===== src/rtl/core/aulf_pkg.sv =====
// Shared types, codes and the transition table for the association-control FSM.
// Depends on nothing; imported by every module of the block.
`default_nettype none

package aulf_pkg;

    // Event and state widths and counts.
    localparam int EV_W    = 5;
    localparam int ST_W    = 4;
    localparam int NUM_EV  = 19;
    localparam int NUM_ST  = 13;

    // Decoupling queue between front and back.
    localparam int Q_DEPTH = 2;
    localparam int Q_PTR_W = $clog2(Q_DEPTH);
    localparam int Q_CNT_W = $clog2(Q_DEPTH + 1);

    // Connection states.
    localparam logic [ST_W-1:0] ST_IDLE = 4'd1;
    localparam logic [ST_W-1:0] ST_LAST = 4'd13;

    // Next-state codes used by the action table, and the two collision states.
    localparam logic [ST_W-1:0] NXT_KEEP = 4'd0;
    localparam logic [ST_W-1:0] NXT_ROLE = 4'd15;
    localparam logic [ST_W-1:0] ST_COLL_REQ = 4'd9;
    localparam logic [ST_W-1:0] ST_COLL_ACC = 4'd10;

    typedef logic [4:0] t_aid;

    // Action identifiers.
    localparam t_aid NA  = 5'd0;
    localparam t_aid A1  = 5'd1;
    localparam t_aid A2  = 5'd2;
    localparam t_aid A3  = 5'd3;
    localparam t_aid A4  = 5'd4;
    localparam t_aid A5  = 5'd5;
    localparam t_aid A6  = 5'd6;
    localparam t_aid A7  = 5'd7;
    localparam t_aid A8  = 5'd8;
    localparam t_aid E1  = 5'd9;
    localparam t_aid E2  = 5'd10;
    localparam t_aid E3  = 5'd11;
    localparam t_aid E4  = 5'd12;
    localparam t_aid E5  = 5'd13;
    localparam t_aid E6  = 5'd14;
    localparam t_aid E7  = 5'd15;
    localparam t_aid E8  = 5'd16;
    localparam t_aid R1  = 5'd17;
    localparam t_aid R2  = 5'd18;
    localparam t_aid R3  = 5'd19;
    localparam t_aid R4  = 5'd20;
    localparam t_aid R5  = 5'd21;
    localparam t_aid R6  = 5'd22;
    localparam t_aid R7  = 5'd23;
    localparam t_aid R8  = 5'd24;
    localparam t_aid R9  = 5'd25;
    localparam t_aid R10 = 5'd26;
    localparam t_aid DK  = 5'd27;

    typedef struct packed {
        logic abort;
        logic start;
        logic stop;
        logic close;
        logic skip;
    } t_flags;

    typedef struct packed {
        logic [ST_W-1:0] nxt;
        t_flags          fl;
    } t_act;

    // One classified event as it travels from front to back.
    typedef struct packed {
        logic [EV_W-1:0] ev;
        logic            known;
    } t_item;

    // Rows are events 0..18, columns are states 1..13.
    localparam t_aid TRANS [0:NUM_EV-1][0:NUM_ST-1] = '{
        '{E1, NA, NA, NA, NA, NA, NA, NA, NA, NA, NA, NA, NA},
        '{NA, NA, NA, E2, NA, NA, NA, NA, NA, NA, NA, NA, NA},
        '{NA, A1, A8, NA, E3, A8, A8, A8, A8, A8, A8, A8, A6},
        '{NA, A1, A8, NA, E4, A8, A8, A8, A8, A8, A8, A8, A6},
        '{E5, NA, NA, NA, NA, NA, NA, NA, NA, NA, NA, NA, NA},
        '{NA, E6, A8, NA, A8, A8, A8, A8, A8, A8, A8, A8, A7},
        '{NA, NA, E7, NA, NA, NA, NA, NA, NA, NA, NA, NA, NA},
        '{NA, NA, E8, NA, NA, NA, NA, NA, NA, NA, NA, NA, NA},
        '{NA, NA, NA, NA, NA, DK, NA, R7, NA, NA, NA, NA, NA},
        '{NA, A1, A8, NA, A8, DK, R6, A8, A8, A8, A8, A8, A6},
        '{NA, NA, NA, NA, NA, R1, NA, NA, NA, NA, NA, NA, NA},
        '{NA, A1, A8, NA, A8, R2, R8, A8, A8, A8, A8, A8, A6},
        '{NA, A1, A8, NA, A8, A8, R3, A8, A8, R10, R3, A8, A6},
        '{NA, NA, NA, NA, NA, NA, NA, R4, R9, NA, NA, R4, NA},
        '{NA, NA, A1, A2, A1, A1, A1, A1, A1, A1, A1, A1, NA},
        '{NA, A2, A3, NA, A3, A3, A3, A3, A3, A3, A3, A3, A2},
        '{NA, A5, A4, A4, A4, A4, A4, A4, A4, A4, A4, A4, R5},
        '{NA, A2, NA, NA, NA, NA, NA, NA, NA, NA, NA, NA, A2},
        '{NA, A1, A8, NA, A8, A8, A8, A8, A8, A8, A8, A8, A7}
    };

    // Next state and strobes of one action. Actions that keep the state
    // (including the no-action code) fall to the default arm.
    function automatic t_act f_act(input t_aid aid);
        t_act a;
        a = '{nxt: NXT_KEEP, fl: '0};
        unique case (aid)
            A1:      a = '{nxt: 4'd13, fl: '{abort: 1'b1, start: 1'b1, default: 1'b0}};
            A2:      a = '{nxt: 4'd1,  fl: '{stop: 1'b1, close: 1'b1, default: 1'b0}};
            A3:      a = '{nxt: 4'd1,  fl: '{close: 1'b1, default: 1'b0}};
            A4:      a = '{nxt: 4'd1,  fl: '{stop: 1'b1, default: 1'b0}};
            A5:      a = '{nxt: 4'd1,  fl: '{stop: 1'b1, default: 1'b0}};
            A6:      a = '{nxt: 4'd13, fl: '{skip: 1'b1, default: 1'b0}};
            A7:      a = '{nxt: 4'd13, fl: '{abort: 1'b1, default: 1'b0}};
            A8:      a = '{nxt: 4'd13, fl: '{abort: 1'b1, start: 1'b1, default: 1'b0}};
            E1:      a = '{nxt: 4'd4,  fl: '0};
            E2:      a = '{nxt: 4'd5,  fl: '0};
            E3:      a = '{nxt: 4'd6,  fl: '0};
            E4:      a = '{nxt: 4'd1,  fl: '{close: 1'b1, default: 1'b0}};
            E5:      a = '{nxt: 4'd2,  fl: '{start: 1'b1, default: 1'b0}};
            E6:      a = '{nxt: 4'd3,  fl: '{stop: 1'b1, default: 1'b0}};
            E7:      a = '{nxt: 4'd6,  fl: '0};
            E8:      a = '{nxt: 4'd13, fl: '{start: 1'b1, default: 1'b0}};
            R1:      a = '{nxt: 4'd7,  fl: '0};
            R2:      a = '{nxt: 4'd8,  fl: '0};
            R3:      a = '{nxt: 4'd1,  fl: '{close: 1'b1, default: 1'b0}};
            R4:      a = '{nxt: 4'd13, fl: '{start: 1'b1, default: 1'b0}};
            R5:      a = '{nxt: 4'd1,  fl: '{stop: 1'b1, default: 1'b0}};
            R7:      a = '{nxt: 4'd8,  fl: '0};
            R8:      a = '{nxt: NXT_ROLE, fl: '0};
            R9:      a = '{nxt: 4'd11, fl: '0};
            R10:     a = '{nxt: 4'd12, fl: '0};
            default: a = '{nxt: NXT_KEEP, fl: '0};
        endcase
        return a;
    endfunction

endpackage

`default_nettype wire


===== src/rtl/core/aulf_front.sv =====
// Front stage: takes event beats and classifies the event code.
// Depends on aulf_pkg.
`default_nettype none

module aulf_front
    import aulf_pkg::*;
(
    input  wire logic            i_clk,
    input  wire logic            i_rst_n,
    input  wire logic            i_valid,
    output logic                 o_stall,
    input  wire logic [EV_W-1:0] i_event_code,
    output logic                 o_valid,
    output t_item                o_item,
    input  wire logic            i_full
);

    logic  r_valid;
    logic  n_valid;
    t_item r_item;
    logic  w_take;
    logic  w_push;

    // The held beat leaves whenever the queue has room.
    assign w_push  = r_valid && !i_full;
    assign o_stall = r_valid && i_full;
    assign w_take  = i_valid && !o_stall;

    always_comb begin
        n_valid = r_valid;
        if (w_take) begin
            n_valid = 1'b1;
        end else if (w_push) begin
            n_valid = 1'b0;
        end
    end

    always_ff @(posedge i_clk) begin
        if (!i_rst_n) begin
            r_valid <= 1'b0;
        end else begin
            r_valid <= n_valid;
        end
    end

    // Codes beyond the last event never match the table.
    always_ff @(posedge i_clk) begin
        if (w_take) begin
            r_item.ev    <= i_event_code;
            r_item.known <= (i_event_code < EV_W'(NUM_EV));
        end
    end

    assign o_valid = r_valid;
    assign o_item  = r_item;

endmodule

`default_nettype wire


===== src/rtl/core/aulf_queue.sv =====
// Short queue that decouples the front stage from the back stage.
// Depends on aulf_pkg (item type and depth).
`default_nettype none

module aulf_queue
    import aulf_pkg::*;
(
    input  wire logic   i_clk,
    input  wire logic   i_rst_n,
    input  wire logic   i_push,
    input  wire t_item  i_item,
    output logic        o_full,
    output logic        o_valid,
    input  wire logic   i_pop,
    output t_item       o_item
);

    t_item              r_mem [0:Q_DEPTH-1];
    logic [Q_PTR_W-1:0] r_wr_ptr;
    logic [Q_PTR_W-1:0] r_rd_ptr;
    logic [Q_CNT_W-1:0] r_count;
    logic [Q_CNT_W-1:0] n_count;
    logic               w_push;
    logic               w_pop;

    assign o_full  = (r_count == Q_CNT_W'(Q_DEPTH));
    assign o_valid = (r_count != '0);
    assign w_push  = i_push && !o_full;
    assign w_pop   = i_pop && o_valid;
    assign o_item  = r_mem[r_rd_ptr];

    always_comb begin
        n_count = r_count;
        if (w_push && !w_pop) begin
            n_count = r_count + 1'b1;
        end else if (w_pop && !w_push) begin
            n_count = r_count - 1'b1;
        end
    end

    // The depth is a power of two, so the pointers wrap on their own.
    always_ff @(posedge i_clk) begin
        if (!i_rst_n) begin
            r_wr_ptr <= '0;
            r_rd_ptr <= '0;
            r_count  <= '0;
        end else begin
            r_count <= n_count;
            if (w_push) begin
                r_wr_ptr <= r_wr_ptr + 1'b1;
            end
            if (w_pop) begin
                r_rd_ptr <= r_rd_ptr + 1'b1;
            end
        end
    end

    always_ff @(posedge i_clk) begin
        if (w_push) begin
            r_mem[r_wr_ptr] <= i_item;
        end
    end

endmodule

`default_nettype wire


===== src/rtl/core/aulf_back.sv =====
// Back stage: table lookup, connection-state update and the result register.
// Depends on aulf_pkg (transition table, action decode, types).
`default_nettype none

module aulf_back
    import aulf_pkg::*;
(
    input  wire logic            i_clk,
    input  wire logic            i_rst_n,
    input  wire logic            i_cfg_we,
    input  wire logic            i_cfg_wdata,
    input  wire logic            i_valid,
    output logic                 o_pop,
    input  wire t_item           i_item,
    output logic                 o_valid,
    input  wire logic            i_stall,
    output logic [ST_W-1:0]      o_conn_state_now,
    output logic                 o_invalid_event,
    output t_flags               o_flags
);

    logic [ST_W-1:0] r_state;
    logic [ST_W-1:0] n_state;
    logic            r_role;
    logic            r_out_valid;
    logic [ST_W-1:0] r_out_state;
    logic            r_out_invalid;
    t_flags          r_out_flags;
    logic            w_st_ok;
    logic [ST_W-1:0] w_col;
    t_aid            w_aid;
    t_act            w_act;
    logic            w_invalid;

    assign o_pop   = i_valid && (!r_out_valid || !i_stall);
    assign w_st_ok = (r_state >= ST_IDLE) && (r_state <= ST_LAST);
    assign w_col   = r_state - ST_IDLE;

    always_comb begin
        w_aid = NA;
        if (i_item.known && w_st_ok) begin
            w_aid = TRANS[i_item.ev][w_col];
        end
    end

    assign w_act     = f_act(w_aid);
    assign w_invalid = (w_aid == NA);

    always_comb begin
        n_state = r_state;
        if (!w_invalid) begin
            priority if (w_act.nxt == NXT_ROLE) begin
                n_state = r_role ? ST_COLL_REQ : ST_COLL_ACC;
            end else if (w_act.nxt != NXT_KEEP) begin
                n_state = w_act.nxt;
            end
        end
    end

    always_ff @(posedge i_clk) begin
        if (!i_rst_n) begin
            r_state     <= ST_IDLE;
            r_role      <= 1'b1;
            r_out_valid <= 1'b0;
        end else begin
            if (i_cfg_we) begin
                r_role <= i_cfg_wdata;
            end
            if (o_pop) begin
                r_state     <= n_state;
                r_out_valid <= 1'b1;
            end else if (!i_stall) begin
                r_out_valid <= 1'b0;
            end
        end
    end

    always_ff @(posedge i_clk) begin
        if (o_pop) begin
            r_out_state   <= n_state;
            r_out_invalid <= w_invalid;
            r_out_flags   <= w_act.fl;
        end
    end

    assign o_valid          = r_out_valid;
    assign o_conn_state_now = r_out_state;
    assign o_invalid_event  = r_out_invalid;
    assign o_flags          = r_out_flags;

endmodule

`default_nettype wire


===== src/rtl/core/assoc_upper_layer_fsm.sv =====
// Association-control state machine of the upper protocol layer.
// Event beats enter on one valid/stall channel and each yields one result beat
// carrying the new connection state and the action strobes for that event.
// The block holds thirteen connection states and resets to state 1 (idle);
// the role register resets to requestor.
// An accepted event passes through the front register, the two-entry queue
// and the result register. Throughput is one event per cycle while i_out_stall
// is low; the single table lookup and state update in the back stage sets
// that figure. Synchronous active-low reset initialises all control state.
// When the receiver raises i_out_stall the result register holds its beat,
// the queue fills, and only then does o_in_stall rise; an event is accepted
// when i_in_valid is high and o_in_stall is low.
// The role register is written by i_cfg_we with no wait; the user must write
// it only while no event is in flight, as the block does not enforce this.
// Depends on aulf_pkg, aulf_front, aulf_queue and aulf_back.
`default_nettype none

module assoc_upper_layer_fsm
    import aulf_pkg::*;
(
    input  wire logic            i_clk,
    input  wire logic            i_rst_n,
    input  wire logic            i_cfg_we,
    input  wire logic            i_cfg_wdata,
    input  wire logic            i_in_valid,
    output logic                 o_in_stall,
    input  wire logic [EV_W-1:0] i_event_code,
    output logic                 o_out_valid,
    input  wire logic            i_out_stall,
    output logic [ST_W-1:0]      o_conn_state_now,
    output logic                 o_invalid_event,
    output logic                 o_send_abort,
    output logic                 o_timer_start,
    output logic                 o_timer_stop,
    output logic                 o_close_transport,
    output logic                 o_skip_next_pdu
);

    // Front to queue.
    logic   w_fr_valid;
    t_item  w_fr_item;
    logic   w_q_full;

    // Queue to back.
    logic   w_q_valid;
    t_item  w_q_item;
    logic   w_pop;

    t_flags w_flags;

    // The front stage registers each beat and flags event codes that lie
    // beyond the table, so the back stage only has to index it.
    aulf_front u_front (
        .i_clk        (i_clk),
        .i_rst_n      (i_rst_n),
        .i_valid      (i_in_valid),
        .o_stall      (o_in_stall),
        .i_event_code (i_event_code),
        .o_valid      (w_fr_valid),
        .o_item       (w_fr_item),
        .i_full       (w_q_full)
    );

    // The queue lets the front keep taking beats while a result waits.
    aulf_queue u_queue (
        .i_clk   (i_clk),
        .i_rst_n (i_rst_n),
        .i_push  (w_fr_valid),
        .i_item  (w_fr_item),
        .o_full  (w_q_full),
        .o_valid (w_q_valid),
        .i_pop   (w_pop),
        .o_item  (w_q_item)
    );

    // The back stage owns the connection state and the role register. It
    // pops an event only when its result register is free or being drained.
    aulf_back u_back (
        .i_clk            (i_clk),
        .i_rst_n          (i_rst_n),
        .i_cfg_we         (i_cfg_we),
        .i_cfg_wdata      (i_cfg_wdata),
        .i_valid          (w_q_valid),
        .o_pop            (w_pop),
        .i_item           (w_q_item),
        .o_valid          (o_out_valid),
        .i_stall          (i_out_stall),
        .o_conn_state_now (o_conn_state_now),
        .o_invalid_event  (o_invalid_event),
        .o_flags          (w_flags)
    );

    assign o_send_abort      = w_flags.abort;
    assign o_timer_start     = w_flags.start;
    assign o_timer_stop      = w_flags.stop;
    assign o_close_transport = w_flags.close;
    assign o_skip_next_pdu   = w_flags.skip;

endmodule

`default_nettype wire


===== config.mk =====
export PLATFORM = sky130hd
export DESIGN_NAME = assoc_upper_layer_fsm
export DESIGN_NICKNAME = d
export VERILOG_FILES = /design/src/rtl/core/aulf_pkg.sv /design/src/rtl/core/aulf_front.sv /design/src/rtl/core/aulf_queue.sv /design/src/rtl/core/aulf_back.sv /design/src/rtl/core/assoc_upper_layer_fsm.sv
export SDC_FILE = /design/constraint.sdc
export NUM_CORES = 1
export LEC_CHECK = 0
export BUFFER_PORTS_ARGS = -buffer_cell sky130_fd_sc_hd__buf_2
export CAP_MARGIN = 30
export CELL_PAD_IN_SITES_DETAIL_PLACEMENT = 1
export CELL_PAD_IN_SITES_GLOBAL_PLACEMENT = 2
export CORE_ASPECT_RATIO = 1.25
export CORE_MARGIN = 3
export CORE_UTILIZATION = 30
export DETAILED_ROUTE_END_ITERATION = 8
export PLACE_DENSITY_LB_ADDON = 0.12
export RECOVER_POWER = 25
export SYNTH_ARGS = -nofsm -noshare
export SYNTH_HDL_FRONTEND = slang
export SYNTH_SLANG_ARGS = --single-unit

===== constraint.sdc =====
create_clock -name i_clk -period 9.7 [get_ports i_clk]
set_input_delay 1.94 -clock i_clk [delete_from_list [all_inputs] [get_ports i_clk]]
set_output_delay 1.94 -clock i_clk [all_outputs]
set_load 0.03 [all_outputs]

==> impl_metrics.toml <==
[clocking]
postCtsSetupRepairBufs = 0
cts_buffer_depth = 2
clkSlewWorstSetupHoldPaths_ns = 0.06
cts_tree = "built"
htree_levels = 2
cts.repair.resized = 0
clk_latency_ns = 0.29
clockRootBuffer = "clkbuf_16"
clock_sinks = 40
cts-buffers-inserted = 5
holdBufCountCts = 0

[route]
num_vias = 3122
wl_per_cell_um = 20.16
initialDrtViolationCount = 115
vias_per_cell = 5.506
drc_errors = 0
ant_nets = 0
drt-total-wl_um = 11430
dr.pass1.iters = 4

[sta]
setup-violations-final = 0
fin_crit_ns = 5.319
tightest_slew_ns = 0.8153
rsz0062_at_grt = "no"
period_share_pct = 54.84
max_freq_mhz = 188.0
report.final.slew_viol_count = 0
tns_ns = 0
clock_skew_ns = 0.005924
hold_viol_final = 0
slew_headroom_pct = 44.57
whs_ns = 0.4492

[outcome]
status = "completed"

[finish]
layout-drive-gt1-share_pct = 17.98
synthToLayoutAreaGrowth_pct = 10.11
fillCellCount = 1397
diodes = 0
nets = 433

[synthesis]
synth_ff_type = "edfxtp_1"
synth_most_common_cell = "nand2_1"
synthCells = 395
seq_area_frac_synth_pct = 29.91
netlist_top_cells_count = "37 x nand2_1, 28 x edfxtp_1, 26 x nor2_1, 21 x a21oi_1, 17 x ha_1"
synth-warning-count = 0
ys_types = 88
synth-seq-cells = 40
synth_top_area_cell = "edfxtp_1"
ys_async_sr_fraction_pct = 0
synth_nets = 423
avgSynthCellArea_um2 = 9.151
yosysTopAreaCellShare_pct = 23.26
synth-edff-count = 28
synth_area_mm2 = 0.003615
yosys-top-cells-area = "edfxtp_1 23%, dfxtp_1 6.6%, ha_1 5.9%"

[floorplanning]
die_h_um = 128.7
coreArea_mm2 = 0.01167
dieArea_mm2 = 0.01341
initial_core_util_pct = 30.97
rows = 44
ios = 23
die_width_um = 104.2

[placement]
place.gp.congestion = 0.8163
place_hpwl_um = 8616
port_buffers = 22

[critical_path]
crit_fanout = 29
cp.required_ns = 9.72
cp.arrival_ns = 5.34
crit_path_max_incr_delay_ns = 0.76
cpMaxStageDelayCell = "ha_1"
path_cells = "buf_4, inv_1, ha_1, inv_1, a2111oi_0, nor4_1, a21o_1, nor2_1, inv_1, ha_1, nand2_1, nor2_1, a2111o_1, a31o_1, nor4_2, o22ai_1"
startpoint_type = "flop"
critPathCaptureType = "flop"
crit_top_cell = "inv_1"
worstSetupPathType = "flop to flop"

[global_routing]
grt.total_usage_pct = 17.39
grt_pass1_wl_um = 18650
grt_pass1_vias = 3289
overflow = 0
antenna_found_initial = 0
grt_max_degree = 32

[worst_hold_path]
min_path_type = "flop to flop"

[run]
drv_cap = 0
-- logic make-up after synthesis --
group                    count (synthesis)  share of synthesized area [%]
multiplexers                            23                          7.165
AO/OA/AOI/OAI                          132                          28.97
flip-flops                              40                          29.91
adder cells (fa/ha/maj)                 17                          5.884
AND/OR/NAND/NOR                        136                          20.49
buffers and inverters                   40                          5.884
XOR/XNOR                                 7                          1.696
-- metrics by stage --
stage	cells	setup WS [ns]	utilization, %	area [um^2]
2_1_floorplan	395	5.119	-	3615
3_3_place_gp	559	4.337	32.62	3807
3_5_place_dp	559	4.346	32.62	3807
4_1_cts	567	4.331	34.10	3980
5_1_grt	567	3.980	34.10	3980
6_report	567	4.381	34.10	3980
-- final timing paths --
path | cells after the start | endpoint | start | slack, ns
setup reg to reg | 16 | u_back.o_conn_state_now[1] | u_back.r_state[0] | 4.38
hold reg to reg | 0 | u_queue.r_mem[1][2] | u_front.o_item[2] | 0.45
hold / removal | 0 | u_queue.r_mem[1][2] | u_front.o_item[2] | 0.45
setup / recovery | 16 | u_back.o_conn_state_now[1] | u_back.r_state[0] | 4.38
-- sequential cells by signal, indices dropped and copies added (netlist names), named ones only --
name and count:
u_front.o_valid 1, u_queue.r_mem 12, u_queue.r_rd_ptr 1, u_back.o_conn_state_now 4, u_front.o_item 6, u_back.o_valid 1
u_queue.r_count 2, u_back.r_state 4, u_back.o_invalid_event 1, u_back.r_role 1, u_queue.r_wr_ptr 1, u_back.o_flags 5
-- cell type report --
class	instances	area [um^2]	share of cell area [%]
clock inverter	3	47.55	1.195
sequential	40	1081	27.16
timing repair buffer	26	140.1	3.521
multi-input combinational	315	2321	58.32
clock buffer	5	125.1	3.144
inverter	17	63.81	1.603
tap	161	201.4	5.061
-- worst max-delay path: cells and delay by family, from the launching register on --
family          cells  cell delay (ns)
compound gates      5             1.53
fa+ha+maj           2             1.09
buf+inv             4             1.15
simple gates        5             0.96
flops               1             0.31
-- routing by layer --
layer | vias to the layer above | global-route usage, % | wire (um)
met3 | 14 | 2.509 | 296
met1 | 1533 | 22.32 | 5173
met4 | 0 | 3.912 | 187
met2 | 39 | 31.11 | 5776
li1 | 1536 | - | -
met5 | - | 0 | 0
-- layout by cell type (no fill, tap or decap), types with 5 or more instances in the layout --
master and n:
o221ai_1 7, nor2b_1 9, inv_1 15, ha_1 17, nand3_1 9, o21ai_0 14
dfxtp_1 12, a31oi_1 10, o22ai_1 6, nand2_1 37, o211ai_1 7, clkbuf_16 5
nor2_1 26, mux2i_1 15, nor3_1 6, nand2b_1 6, buf_2 22, a21oi_1 21
a211oi_1 10, edfxtp_1 28, and3b_1 5
Power is left out: the tool's default activity adds up to more than one toggle a clock period on the data nets, which glitch-free logic cannot reach.
